**config.mk**
```make
export PLATFORM = sky130hd
export DESIGN_NAME = sebm_div
export DESIGN_NICKNAME = d
export VERILOG_FILES = /design/src/hw/rtl/sebm_div.sv
export SDC_FILE = /design/constraint.sdc
export NUM_CORES = 1
export LEC_CHECK = 0
export ABC_AREA = 1
export BUFFER_PORTS_ARGS = -buffer_cell sky130_fd_sc_hd__buf_2
export CORE_ASPECT_RATIO = 1.2
export CORE_UTILIZATION = 60
export CTS_BUF_LIST = sky130_fd_sc_hd__clkbuf_8
export DETAILED_ROUTE_END_ITERATION = 10
export GPL_TIMING_DRIVEN = 0
export MAX_ROUTING_LAYER = met4
export PLACE_DENSITY = 0.77
export RECOVER_POWER = 50
export SLEW_MARGIN = 5
export SYNTH_ARGS = -nofsm -noshare
export SYNTH_HDL_FRONTEND = slang
export SYNTH_SLANG_ARGS = --single-unit
```
**constraint.sdc**
```tcl
create_clock -name clock -period 2.1 [get_ports clock]
set_input_delay 0.315 -clock clock [delete_from_list [all_inputs] [get_ports clock]]
set_output_delay 0.315 -clock clock [all_outputs]
set_load 0.02 [all_outputs]
```
**src/hw/rtl/sebm_div.sv**
```systemverilog
`default_nettype none
// ----------------------------------------------------------------------------
// sebm_div
// Pipelined restoring divider, one quotient bit per stage, tag carried along.
// ----------------------------------------------------------------------------
module sebm_div #(
   parameter int NUM_W = 16,
   parameter int DEN_W = 8,
   parameter int Q_W   = 8,
   parameter int TAG_W = 1
) (
   input  logic             clock,
   input  logic             reset,
   input  logic             enable,
   input  logic             valid_in,
   input  logic [NUM_W-1:0] num_in,
   input  logic [DEN_W-1:0] den_in,
   input  logic [TAG_W-1:0] tag_in,
   output logic             valid_out,
   output logic [Q_W-1:0]   quo_out,
   output logic [TAG_W-1:0] tag_out
);

   localparam int CMP_W = (NUM_W > DEN_W + Q_W) ? NUM_W : DEN_W + Q_W;

   logic             valid_ff [Q_W];
   logic [Q_W-1:0]   quo_ff   [Q_W];
   logic [TAG_W-1:0] tag_ff   [Q_W];
   logic [CMP_W-1:0] rem_ff   [Q_W-1];
   logic [DEN_W-1:0] den_ff   [Q_W-1];

   for (genvar k = 0; k < Q_W; k++) begin : g_stage
      localparam int BIT = Q_W - 1 - k;
      logic             valid_src;
      logic [CMP_W-1:0] rem_src;
      logic [Q_W-1:0]   quo_src;
      logic [DEN_W-1:0] den_src;
      logic [TAG_W-1:0] tag_src;
      logic [CMP_W-1:0] trial;
      logic             take;
      logic [CMP_W-1:0] rem_in;
      logic [Q_W-1:0]   quo_in;

      if (k == 0) begin : g_first
         assign valid_src = valid_in;
         assign rem_src   = CMP_W'(num_in);
         assign quo_src   = '0;
         assign den_src   = den_in;
         assign tag_src   = tag_in;
      end else begin : g_next
         assign valid_src = valid_ff[k-1];
         assign rem_src   = rem_ff[k-1];
         assign quo_src   = quo_ff[k-1];
         assign den_src   = den_ff[k-1];
         assign tag_src   = tag_ff[k-1];
      end

      assign trial  = CMP_W'(den_src) << BIT;
      assign take   = rem_src >= trial;
      assign rem_in = take ? rem_src - trial : rem_src;
      assign quo_in = take ? (quo_src | (Q_W'(1) << BIT)) : quo_src;

      always_ff @(posedge clock) begin
         if (reset) begin
            valid_ff[k] <= 1'b0;
         end else if (enable) begin
            valid_ff[k] <= valid_src;
         end
      end

      always_ff @(posedge clock) begin
         if (enable) begin
            quo_ff[k] <= quo_in;
            tag_ff[k] <= tag_src;
         end
      end

      if (k < Q_W - 1) begin : g_carry
         always_ff @(posedge clock) begin
            if (enable) begin
               rem_ff[k] <= rem_in;
               den_ff[k] <= den_src;
            end
         end
      end
   end

   assign valid_out = valid_ff[Q_W-1];
   assign quo_out   = quo_ff[Q_W-1];
   assign tag_out   = tag_ff[Q_W-1];

endmodule
`default_nettype wire

```
==> impl_metrics.py <==
metrics = {
    "outcome": {
        "status": "finished, final reports clean",
    },
    "global_route": {
        "first_global_vias": 9247,
        "grt.total_usage_pct": 24.7,
        "grt_pass1_wl_um": 39500,
        "grt_max_degree": 119,
        "antenna_found_initial": 0,
        "grt-ovfl-total": 0,
    },
    "floorplan": {
        "placeableCoreArea_um2": 19800,
        "chipWidth_um": 132,
        "start_util_pct": 61.8,
        "ios": 39,
        "die_y_um": 158,
        "die_area_um2": 20900,
        "fp-row-count": 56,
    },
    "synth": {
        "synth_cell_types": 37,
        "synthMuxAreaShare_pct": 0,
        "synth_ff_type": "edfxtp_1",
        "syn_nets": 1436,
        "ys_warn_count": 0,
        "synth_compound_area_share_pct": 4.02,
        "netlist.area_leader.share_pct": 54.1,
        "synthSimpleGateAreaFrac_pct": 24.5,
        "syn_area_um2": 12200,
        "synthCells": 1336,
        "synth_xor_area_share_pct": 1.87,
        "ys_seq_area_share_pct": 54.1,
        "synth_enable_flop_cells": 220,
        "synth.area.top_cells": "edfxtp_1 54%, nand2_1 13%, inv_1 7.1%",
        "synth.largest_area_cell": "edfxtp_1",
        "synth_top_family_by_area": "simple AND/OR/NAND/NOR gates",
        "ys_async_sr_fraction_pct": 0,
        "synth_seq_cells": 220,
        "syn_avg_cell_area_um2": 9.14,
        "synthAdderAreaFrac_pct": 7.71,
    },
    "timing": {
        "fin_ws_ns": 0.0735,
        "max_freq_ghz": 0.493,
        "max_slew.worst_pin.slew_ns": 1.31,
        "setup_violations": 0,
        "grt_setup_unrepaired": "yes",
        "hold_slack_ns": 0.0936,
        "final-max-slew-violation-count": 0,
        "fin_crit_ns": 2.03,
        "fin_skew_ns": 0.0159,
        "maxSlewHeadroom_pct": 12.9,
        "finalHoldViolCount": 0,
        "period_share_pct": 96.5,
    },
    "layout": {
        "area_growth_pct": 13.8,
        "finalNonFillerCells": 1725,
        "multi_input_area_um2": 4930,
        "fillCellCount": 1474,
        "postLayoutCellArea_um2": 13900,
        "fin_nets": 1540,
        "drive_above_1_share_pct": 13.4,
        "utilization_pct": 70.3,
        "layout_common_cells": "429 x nand2_1, 235 x inv_1, 220 x edfxtp_1",
        "final_common_cell": "nand2_1",
        "seqCellArea_um2": 6610,
        "diodes": 0,
    },
    "clock_tree": {
        "cts_buffers": 36,
        "clockBufferDepth": 3,
        "insertion_delay_ns": 0.52,
        "cts_tree": "built",
        "root_buffer": "clkbuf_8",
        "cts_htree_levels": 2,
        "clock_sinks": 220,
        "clkTransAtPathRegs_ns": 0.06,
    },
    "place": {
        "port_buffers": 38,
        "place_area_um2": 12800,
        "dp_hpwl_um": 17800,
        "gp_congestion": 0.959,
        "post-place-ws_ns": -0.123,
        "dp_cells": 1636,
    },
    "critical_path": {
        "startpoint_type": "register",
        "path_common_cell": "nand2_1",
        "path_class": "register to register",
        "crit_path_max_incr_delay_ns": 0.41,
        "cp_data_required_time_ns": 2.37,
        "crit_chain": "ha_1, nand2_1, nand2_1, a21oi_2, nand3_2, nor2_4, buf_4, o21ai_0",
        "end_kind": "register",
        "crit_fanout": 6,
        "crit_family": "simple AND/OR/NAND/NOR gates",
        "critPathArrivalTime_ns": 2.30,
        "crit_path_top_delay_cell": "edfxtp_1",
        "reg2reg_depth": 8,
        "path_depth": 8,
        "crit_buf_inv": 1,
    },
    "routing": {
        "via_per_inst": 5.20,
        "final_antenna_net_count": 0,
        "drt_iter0_drc": 421,
        "drt_wl_total_um": 24000,
        "via_count": 8962,
        "dr.pass1.iters": 7,
        "wl_per_cell_um": 13.9,
        "drc_errors": 0,
    },
    "flow_run": {
        "cap_violations": 0,
    },
    "worst_hold_path": {
        "whs_path_depth": 3,
        "hold_path_class": "input port to register",
    },
    "power": {
        "power.leakage_nw": 6.32,
        "pwr_density_cell_nw_per_um2": 1030,
        "max-vdd-ir-drop_v": 0.000639,
    },
}
-- stage by stage --
stage	total power, W	TNS [ns]
finish	0.0143	0
global placement	0.0106	-460.13
global route	0.0154	-0.0734
CTS	0.0142	0
detailed placement	0.0108	-1.26
floorplan	0.00965	0
-- layer usage --
layer / global-route usage, % / vias up / part of all wire (%)
li1: - / 4532 / -
met3: 3.72 / 95 / 3.5
met1: 20.0 / 4124 / 33
met4: 15.1 / 0 / 5.3
met2: 51.1 / 211 / 58
met5: - / - / 0
-- tightest hold or removal path, stage by stage --
cell    delay [ns]
buf_2         0.07
inv_1         0.03
nor2_1        0.08
-- what timing repair did --
action | 4_1_cts | 5_1_grt
pin swaps | 0 | 8
buffers inserted | 0 | 10
hold buffers | 15 | 0
resized for setup | 10 | 46
gates cloned | 0 | 2
hold endpoints to repair | 15 | 0
endpoints found under the setup margin | 25 | 76
-- sequential cells by signal, indices dropped and copies added, names as in the netlist --
| register | cells |
|---|---|
| quo_ff | 36 |
| den_ff | 56 |
| rem_ff | 112 |
| valid_ff | 8 |
| tag_ff | 8 |
-- path summary, 6_finish.rpt --
path	from	to	slack, ns
max	rem_ff[3][9]	rem_ff[4][3]	0.07
min	valid_in	valid_ff[0][0]	0.09
max reg2reg	rem_ff[3][9]	rem_ff[4][3]	0.07
min reg2reg	quo_ff[3][5]	quo_ff[4][5]	0.41
-- report_power, final --
part	total, W	internal, W	switching (W)
clock network	0.00335	0.00173	0.00162
logic	0.00480	0.00179	0.00301
registers	0.00620	0.00580	0.000394
-- area by class of cell --
class | count | area share [%]
sequential | 220 | 47.6
multi-input combinational | 877 | 35.5
inverter | 236 | 6.40
clock buffer | 36 | 3.57
timing repair buffer | 64 | 3.10
tap | 261 | 2.35
clock inverter | 26 | 1.04
buffer | 5 | 0.459
-- cells in the mapped netlist, types with 2 or more instances --
cell type,count
xnor2_1,7
xor2_1,19
nor3_1,5
inv_2,6
nand2_2,11
nand2_4,2
nand3b_1,6
nand3_1,81
nor2_4,6
nor2_2,8
or2_2,4
o21ai_0,18
o21bai_1,2
o21a_1,2
nor2_1,110
buf_6,2
nand2_1,434
a21oi_1,37
fa_1,7
o211ai_1,2
nor4_1,2
nand4_1,16
o21ai_1,3
edfxtp_1,220
a21oi_2,7
inv_1,230
buf_8,2
o21ai_2,5
ha_1,64
nand3_2,11
-- cells by family (layout without fill, tap and decap cells) --
logic type | after synthesis | in the layout
buffers and inverters | 241 | 367
flip-flops | 220 | 220
adder cells (fa/ha/maj) | 71 | 71
XOR/XNOR | 26 | 26
AND/OR/NAND/NOR | 698 | 700
AO/OA/AOI/OAI | 80 | 80
Note: power is estimated with default switching activity, not from simulation.
