`config.mk`:
```
export PLATFORM = sky130hd
export DESIGN_NAME = sebm_sqrt
export DESIGN_NICKNAME = d
export VERILOG_FILES = /design/src/hw/rtl/sebm_sqrt.sv
export SDC_FILE = /design/constraint.sdc
export NUM_CORES = 1
export LEC_CHECK = 0
export BUFFER_PORTS_ARGS = -buffer_cell sky130_fd_sc_hd__clkbuf_2
export CORE_UTILIZATION = 55
export CTS_BUF_LIST = sky130_fd_sc_hd__clkbuf_8
export CTS_CLUSTER_SIZE = 16
export DETAILED_ROUTE_END_ITERATION = 12
export PLACE_DENSITY = 0.77
export SLEW_MARGIN = 10
export SYNTH_ARGS = -nofsm -noshare
export SYNTH_HDL_FRONTEND = slang
export SYNTH_SLANG_ARGS = --single-unit
```
`constraint.sdc`:
```
create_clock -name clock -period 2.3 [get_ports clock]
set_input_delay 0.46 -clock clock [delete_from_list [all_inputs] [get_ports clock]]
set_output_delay 0.46 -clock clock [all_outputs]
set_load 0.02 [all_outputs]
```
`src/hw/rtl/sebm_sqrt.sv`:
```
`default_nettype none
// ----------------------------------------------------------------------------
// sebm_sqrt
// Pipelined integer square root (floor), one root bit per stage.
// ----------------------------------------------------------------------------
module sebm_sqrt #(
   parameter int V_W   = 16,
   parameter int R_W   = 8,
   parameter int TAG_W = 1
) (
   input  logic             clock,
   input  logic             reset,
   input  logic             enable,
   input  logic             valid_in,
   input  logic [V_W-1:0]   value_in,
   input  logic [TAG_W-1:0] tag_in,
   output logic             valid_out,
   output logic [R_W-1:0]   root_out,
   output logic [TAG_W-1:0] tag_out
);

   localparam int RM_W = (V_W > 2 * R_W) ? V_W : 2 * R_W;

   logic             valid_ff [R_W];
   logic [R_W-1:0]   root_ff  [R_W];
   logic [TAG_W-1:0] tag_ff   [R_W];
   logic [RM_W-1:0]  rem_ff   [R_W-1];

   for (genvar k = 0; k < R_W; k++) begin : g_stage
      localparam int BIT = R_W - 1 - k;
      logic             valid_src;
      logic [RM_W-1:0]  rem_src;
      logic [R_W-1:0]   root_src;
      logic [TAG_W-1:0] tag_src;
      logic [RM_W-1:0]  trial;
      logic             take;
      logic [RM_W-1:0]  rem_in;
      logic [R_W-1:0]   root_in;

      if (k == 0) begin : g_first
         assign valid_src = valid_in;
         assign rem_src   = RM_W'(value_in);
         assign root_src  = '0;
         assign tag_src   = tag_in;
      end else begin : g_next
         assign valid_src = valid_ff[k-1];
         assign rem_src   = rem_ff[k-1];
         assign root_src  = root_ff[k-1];
         assign tag_src   = tag_ff[k-1];
      end

      // (r + 2^i)^2 - r^2 = r * 2^(i+1) + 2^(2i)
      assign trial   = (RM_W'(root_src) << (BIT + 1)) | (RM_W'(1) << (2 * BIT));
      assign take    = rem_src >= trial;
      assign rem_in  = take ? rem_src - trial : rem_src;
      assign root_in = take ? (root_src | (R_W'(1) << BIT)) : root_src;

      always_ff @(posedge clock) begin
         if (reset) begin
            valid_ff[k] <= 1'b0;
         end else if (enable) begin
            valid_ff[k] <= valid_src;
         end
      end

      always_ff @(posedge clock) begin
         if (enable) begin
            root_ff[k] <= root_in;
            tag_ff[k]  <= tag_src;
         end
      end

      if (k < R_W - 1) begin : g_carry
         always_ff @(posedge clock) begin
            if (enable) begin
               rem_ff[k] <= rem_in;
            end
         end
      end
   end

   assign valid_out = valid_ff[R_W-1];
   assign root_out  = root_ff[R_W-1];
   assign tag_out   = tag_ff[R_W-1];

endmodule
`default_nettype wire

```
==> run metrics, run 1 <==
CTS Buffer Depth 2; Startpoint Class flop; max-cap check violation count 0; net switching power between 1.5 and 2 mW; syn_area_per_cell between 10 and 15 um2; Fin. Hold Viols 0; routed metal-1 wire length ~4700 um; final count of negative-setup-slack endpoints 10; via count of the first global-routing pass 4,619; initial antenna violation count 0; Synth top area share 0.671; maximum VDD drop 0.761 mV; max-slew violations 0; Least-Margin Pin Slew 541 ps; DP HPWL 8820 um; CP Data Arrival Time ~2600 ps; post-layout total power ~7.2 mW; highest metal used met4; sequential power share 0.549; I/O Buffers 30; Primary FF master, synth edfxtp_1; largest cells by area after synthesis edfxtp_1 67%, ha_1 6.8%, xor2_1 2.7%; storage element area 4920 um2; Area Growth Syn to Fin 18.5%; power per cell area slightly above 800 nW/um2; Pint roughly 5.3 mW; Syn Inst Count 525; Post-Route WL 12,900 um; Post-Synthesis Cell Area 7340 um2; clock group share of total power 0.246; Lkg Pwr 3.33 nW; TritonCTS clock tree yes; num rows 41; outcome finished with violations; routed length on met3 ~410 um; Yosys reg bits approximately 160; Crit path required time 2500 ps; EDFF count, synth 164; core area 12,800 um2; I/O Pins 31; # H-tree levels 4; RSZ-0062 raised after global routing true; Synth cell types between 40 and 50; register area share after synthesis 0.671; ys async rst share 0; layout net count 682; routability cong. 0.946; syn_nets 586; largest net degree at the start of global routing 48; post-route setup slack -136 ps; commonest non-fill, non-tap cell in the layout edfxtp_1; Comb pwr share 0.205; total track usage 0.194; failing checks setup timing; ant diodes 0; area leader, netlist edfxtp_1; switching share of power 0.270; Max-slew headroom 0.634; kind of critical path flop to flop; Die Width 118 um; Layout fillers 877; hold depth 1; Place WS -138 ps; 1st-iter DRT viols 270; average wire per standard cell about 16 um; global route overflow 0; Clock Sinks 164; DRC Markers 0; Inserted Clock Buffers 17; Via density 5.44; TritonRoute pass-1 iters 5; share of post-route cells with drive strength above 1 0.241; CTS Hold Bufs 0; number of synthesis warnings 0; die height 118 um; crit path time final 2440 ps; multi-input logic area 2480 um2; Via Count about 4.4k; min-delay worst type input pin to flop; fmax between 400 and 500 MHz; root buffer cell clkbuf_8; met2 wire length 7370 um; critical path peak fanout 4; Worst Setup End Kind flop; Clock Latency Late Sink 440 ps; Final ANT Viol Nets 0; most frequent cells in the layout 164 x edfxtp_1, 53 x inv_1, 46 x buf_4; post-route clock period utilization 1.06; r2r worst-path depth 7; Die ar. 13,800 um2; Clock Skews approximately 9.8 ps; first-pass GRT wire length between 20,000 and 25,000 um; Worst-path clk slew 80 ps; initial core utilization 0.573
==> path summary, 6_finish.rpt <==
kind | start | slack [ps] | endpoint
worst min-delay path | value_in[6] | 200 | rem_ff[0][6]
worst min register to register | tag_ff[0][0] | 420 | tag_ff[0][1]
worst max-delay path | rem_ff[3][8] | -140 | rem_ff[4][10]
worst max register to register | rem_ff[3][8] | -140 | rem_ff[4][10]
==> stage by stage <==
stage	TNS [ps]	hold WS, ps	cells	utilization	area [um2]
6_report	-765	195	806	0.678	8700
5_1_grt	-1550	149	806	0.678	8700
4_1_cts	-499	158	798	0.661	8480
3_5_place_dp	-769	407	759	0.625	8010
3_3_place_gp	-14.1	402	759	0.625	8010
2_1_floorplan	-80.6	400	525	-	7370
==> power groups by stage <==
stage | clock network, mW | registers, mW | logic (mW)
6_report | 1.77 | 3.97 | 1.48
3_5_place_dp | 0 | 4.01 | 1.24
3_3_place_gp | 0 | 3.99 | 1.17
4_1_cts | 1.83 | 3.95 | 1.32
5_1_grt | 1.94 | 4.00 | 1.63
2_1_floorplan | 0 | 3.96 | 0.829
==> critical path: stages (launching register included) <==
cell and delay, ps:
edfxtp_1 440, ha_4 310, nand2_2 40, or4_4 490, o41ai_4 400, nor3_4 120, inv_2 90, mux2_4 290
==> what timing repair did <==
item | CTS | global route
buffers inserted | 7 | 8
endpoints found under the setup margin | 20 | 41
pin swaps | 10 | 23
gates resized for setup | 15 | 32
==> state kept, by name, indices dropped and copies added, names as in the netlist <==
register and count:
root_ff 36, valid_ff 8, rem_ff 112, tag_ff 8
==> area by class of cell <==
| class | count | share of cell area |
|---|---|---|
| Tap cell | 172 | 0.0247 |
| Clock inverter | 15 | 0.0119 |
| Inverter | 50 | 0.0216 |
| Multi-Input combinational cell | 309 | 0.285 |
| Clock buffer | 17 | 0.0269 |
| Timing Repair Buffer | 79 | 0.0636 |
| Sequential cell | 164 | 0.566 |
==> logic make-up (layout without fill, tap and decap cells) <==
logic type | Yosys count | after routing | synth area share
AOI/OAI and AO/OA | 96 | 96 | 0.0857
xor gates and xnor gates | 33 | 33 | 0.0394
adders and majority gates | 40 | 40 | 0.0682
buffers and inverters | 52 | 161 | 0.0269
DFF | 164 | 164 | 0.671
muxes | 4 | 4 | 0.00579
and+or+nand+nor | 136 | 136 | 0.103
==> cells in the mapped netlist (4+ instances only) <==
cell type,number
xnor2_1,10
o21ai_0,33
o31ai_1,4
nor3_2,5
nor3_1,14
nor4_1,9
or3_1,6
nand2_1,29
inv_1,49
a21oi_1,21
and3_1,4
a21o_1,4
o21a_1,12
nor2b_1,7
xor2_1,23
nor2_1,28
edfxtp_1,164
ha_1,40
and2_1,10
==> routing by layer <==
metal | vias to the layer above | global-route usage
met5 | - | 0
met4 | 0 | 0.121
met3 | 32 | 0.0518
met2 | 97 | 0.373
met1 | 2113 | 0.177
li1 | 2140 | -
Note: power is estimated with default switching activity, not from simulation.
==> run 2: changes to the inputs <==
--- a/config.mk
+++ b/config.mk
@@ -6,11 +6,11 @@
 export NUM_CORES = 1
 export LEC_CHECK = 0
 export BUFFER_PORTS_ARGS = -buffer_cell sky130_fd_sc_hd__clkbuf_2
-export CORE_UTILIZATION = 55
-export CTS_BUF_LIST = sky130_fd_sc_hd__clkbuf_8
+export CORE_UTILIZATION = 50
+export CTS_BUF_LIST = sky130_fd_sc_hd__clkbuf_16
 export CTS_CLUSTER_SIZE = 16
 export DETAILED_ROUTE_END_ITERATION = 12
-export PLACE_DENSITY = 0.77
+export PLACE_DENSITY = 0.71
 export SLEW_MARGIN = 10
 export SYNTH_ARGS = -nofsm -noshare
 export SYNTH_HDL_FRONTEND = slang
==> run 2 against run 1 <==
  * The run still ends with setup timing left
  * Die area increased by 9.8%
  * Clock-buffer cell count unchanged
  * Sequential power about the same
  * Non-clock buffer count decreased by 2
  * Sequential share of layout area decreased by 1.1 points
  * Maximum frequency increased by 2.0%
  * Routed wire length about the same
  * Highest routed layer unchanged
==> run metrics, run 2 (synthesis results as in run 1) <==
power per cell area 906 nW/um2; most frequent cells in the layout 164 x edfxtp_1, 50 x inv_1, 43 x buf_4; Post-Route WL 12,900 um; DRC Markers 0; post-route clock period utilization 1.04; Final ANT Viol Nets 0; RSZ-0062 raised after global routing true; post-route setup slack -88.1 ps; average wire per standard cell 15.9 um; max reg flops between 100 and 150; global route overflow 0; outcome finished with violations; 1st-iter DRT viols 299; r2r worst-path depth 8; share of post-route cells with drive strength above 1 0.239; Clock Sinks 164; critical path startpoint root_ff[0][30]; largest net degree at the start of global routing 69; crit path time final between 2000 and 2500 ps; CP Data Arrival Time around 2600 ps; cell-by-cell trace of the critical path inv_1 -> ha_4 -> nand4b_1 -> or4_4 -> o41ai_4 -> nor3_4 -> inv_2 -> mux2_4; Startpoint Class flop; initial antenna violation count 0; # H-tree levels 4; hold depth 1; post-layout total power 8.05 mW; root buffer cell clkbuf_16; fmax between 400 and 500 MHz; Layout fillers 1,035; Top reg by flops rem_ff; die height 123 um; ant diodes 0; hold_sp value_in[6]; Fin. Hold Viols 0; max-slew violations 0; Clock Latency Late Sink roughly 420 ps; final hold slack 209 ps; routability cong. 0.907; first-pass GRT wire length approximately 21,000 um; worst reg2reg setup slack -90 ps; Clock Skews 6.68 ps; Place WS -101 ps; Worst Setup End Kind flop; maximum VDD drop a little over 0.6 mV; CP max stage cell or4_4; via count of the first global-routing pass roughly 4.6k; setup_tns -327 ps; reg2reg end rem_ff[4][10]; Hold EP rem_ff[0][6]; Lkg Pwr around 3.4 nW; min-delay worst type input pin to flop; initial core utilization 0.521; critical path peak fanout 4; Worst path max stage delay 500 ps; total track usage 0.188; TritonCTS clock tree yes; Via Count 4,367; num rows 43; CTS Buffer Depth 2; Least-Margin Pin Slew 479 ps; layout net count 680; Crit path required time 2470 ps; Top Registers rem_ff: 112 flops, root_ff: 36 flops; failing checks setup timing; max-cap check violation count 0; final count of negative-setup-slack endpoints 9; Inserted Clock Buffers 17; Area Growth Syn to Fin 20.9%; kind of critical path flop to flop; WP buf/inv 2; commonest non-fill, non-tap cell in the layout edfxtp_1; TritonRoute pass-1 iters 4; I/O Pins 31; Worst-path clk slew ~60 ps; CP delay by family, top simple AND/OR/NAND/NOR gates; Via density 5.38; Max-slew headroom 0.676; DP HPWL a little under 9000 um; RR Startpoint root_ff[0][30]; Die ar. 15,200 um2; core area ~14,000 um2; Die Width 123 um; I/O Buffers 30
-- run 2: changes by cell type in the layout (fill, tap and decap cells not counted), sizes merged --
cell	change
buf	-2
inv	-3
clkinv	+3
clkinvlp	-2
bufinv	+1
-- run 2: stage by stage --
step | area, um2 | cells | utilization
floorplan | 7370 | 525 | -
global placement | 7990 | 763 | 0.567
detailed placement | 7990 | 763 | 0.567
CTS | 8670 | 803 | 0.615
global route | 8880 | 811 | 0.630
finish | 8880 | 811 | 0.630
-- run 2: final cells by class --
class / instances / area, um2 / area share
flip-flops and latches: 164 / 4920 / 0.555
clock buffers: 17 / 425 / 0.0479
repair buffers: 77 / 542 / 0.0610
multi-input cells: 309 / 2450 / 0.276
clock inverters: 14 / 123 / 0.0138
well taps: 180 / 225 / 0.0254
inverters: 50 / 188 / 0.0211
-- run 2: worst max-delay path by stage --
stage / endpoint / cells past startpoint
2_1_floorplan: rem_ff[4][10] / 7
3_3_place_gp: rem_ff[6][11] / 7
3_5_place_dp: rem_ff[4][9] / 9
4_1_cts: rem_ff[4][10] / 7
5_1_grt: rem_ff[4][9] / 9
6_report: rem_ff[4][10] / 8
-- run 2: layer usage --
metal / share of wire / track usage / vias up / wire (um)
met5: 0 / 0 / - / 0
met4: 0.025 / 0.114 / 0 / 318
met3: 0.030 / 0.0512 / 25 / 392
met2: 0.58 / 0.363 / 95 / 7430
met1: 0.37 / 0.171 / 2099 / 4740
li1: - / - / 2148 / -
-- run 2: what timing repair did --
| item | CTS | global route |
|---|---|---|
| pin swaps | 8 | 13 |
| endpoints found under the setup margin | 19 | 29 |
| hold buffers | 0 | 0 |
| buffers inserted | 9 | 8 |
| gates resized for setup | 11 | 31 |
-- run 2: where the power goes --
part,internal [mW],switching (mW),leakage (nW),total (mW)
logic,0.698,0.741,1.56,1.44
registers,3.75,0.226,1.59,3.97
clock network,1.56,1.07,0.272,2.63
total,6.01,2.04,3.42,8.05
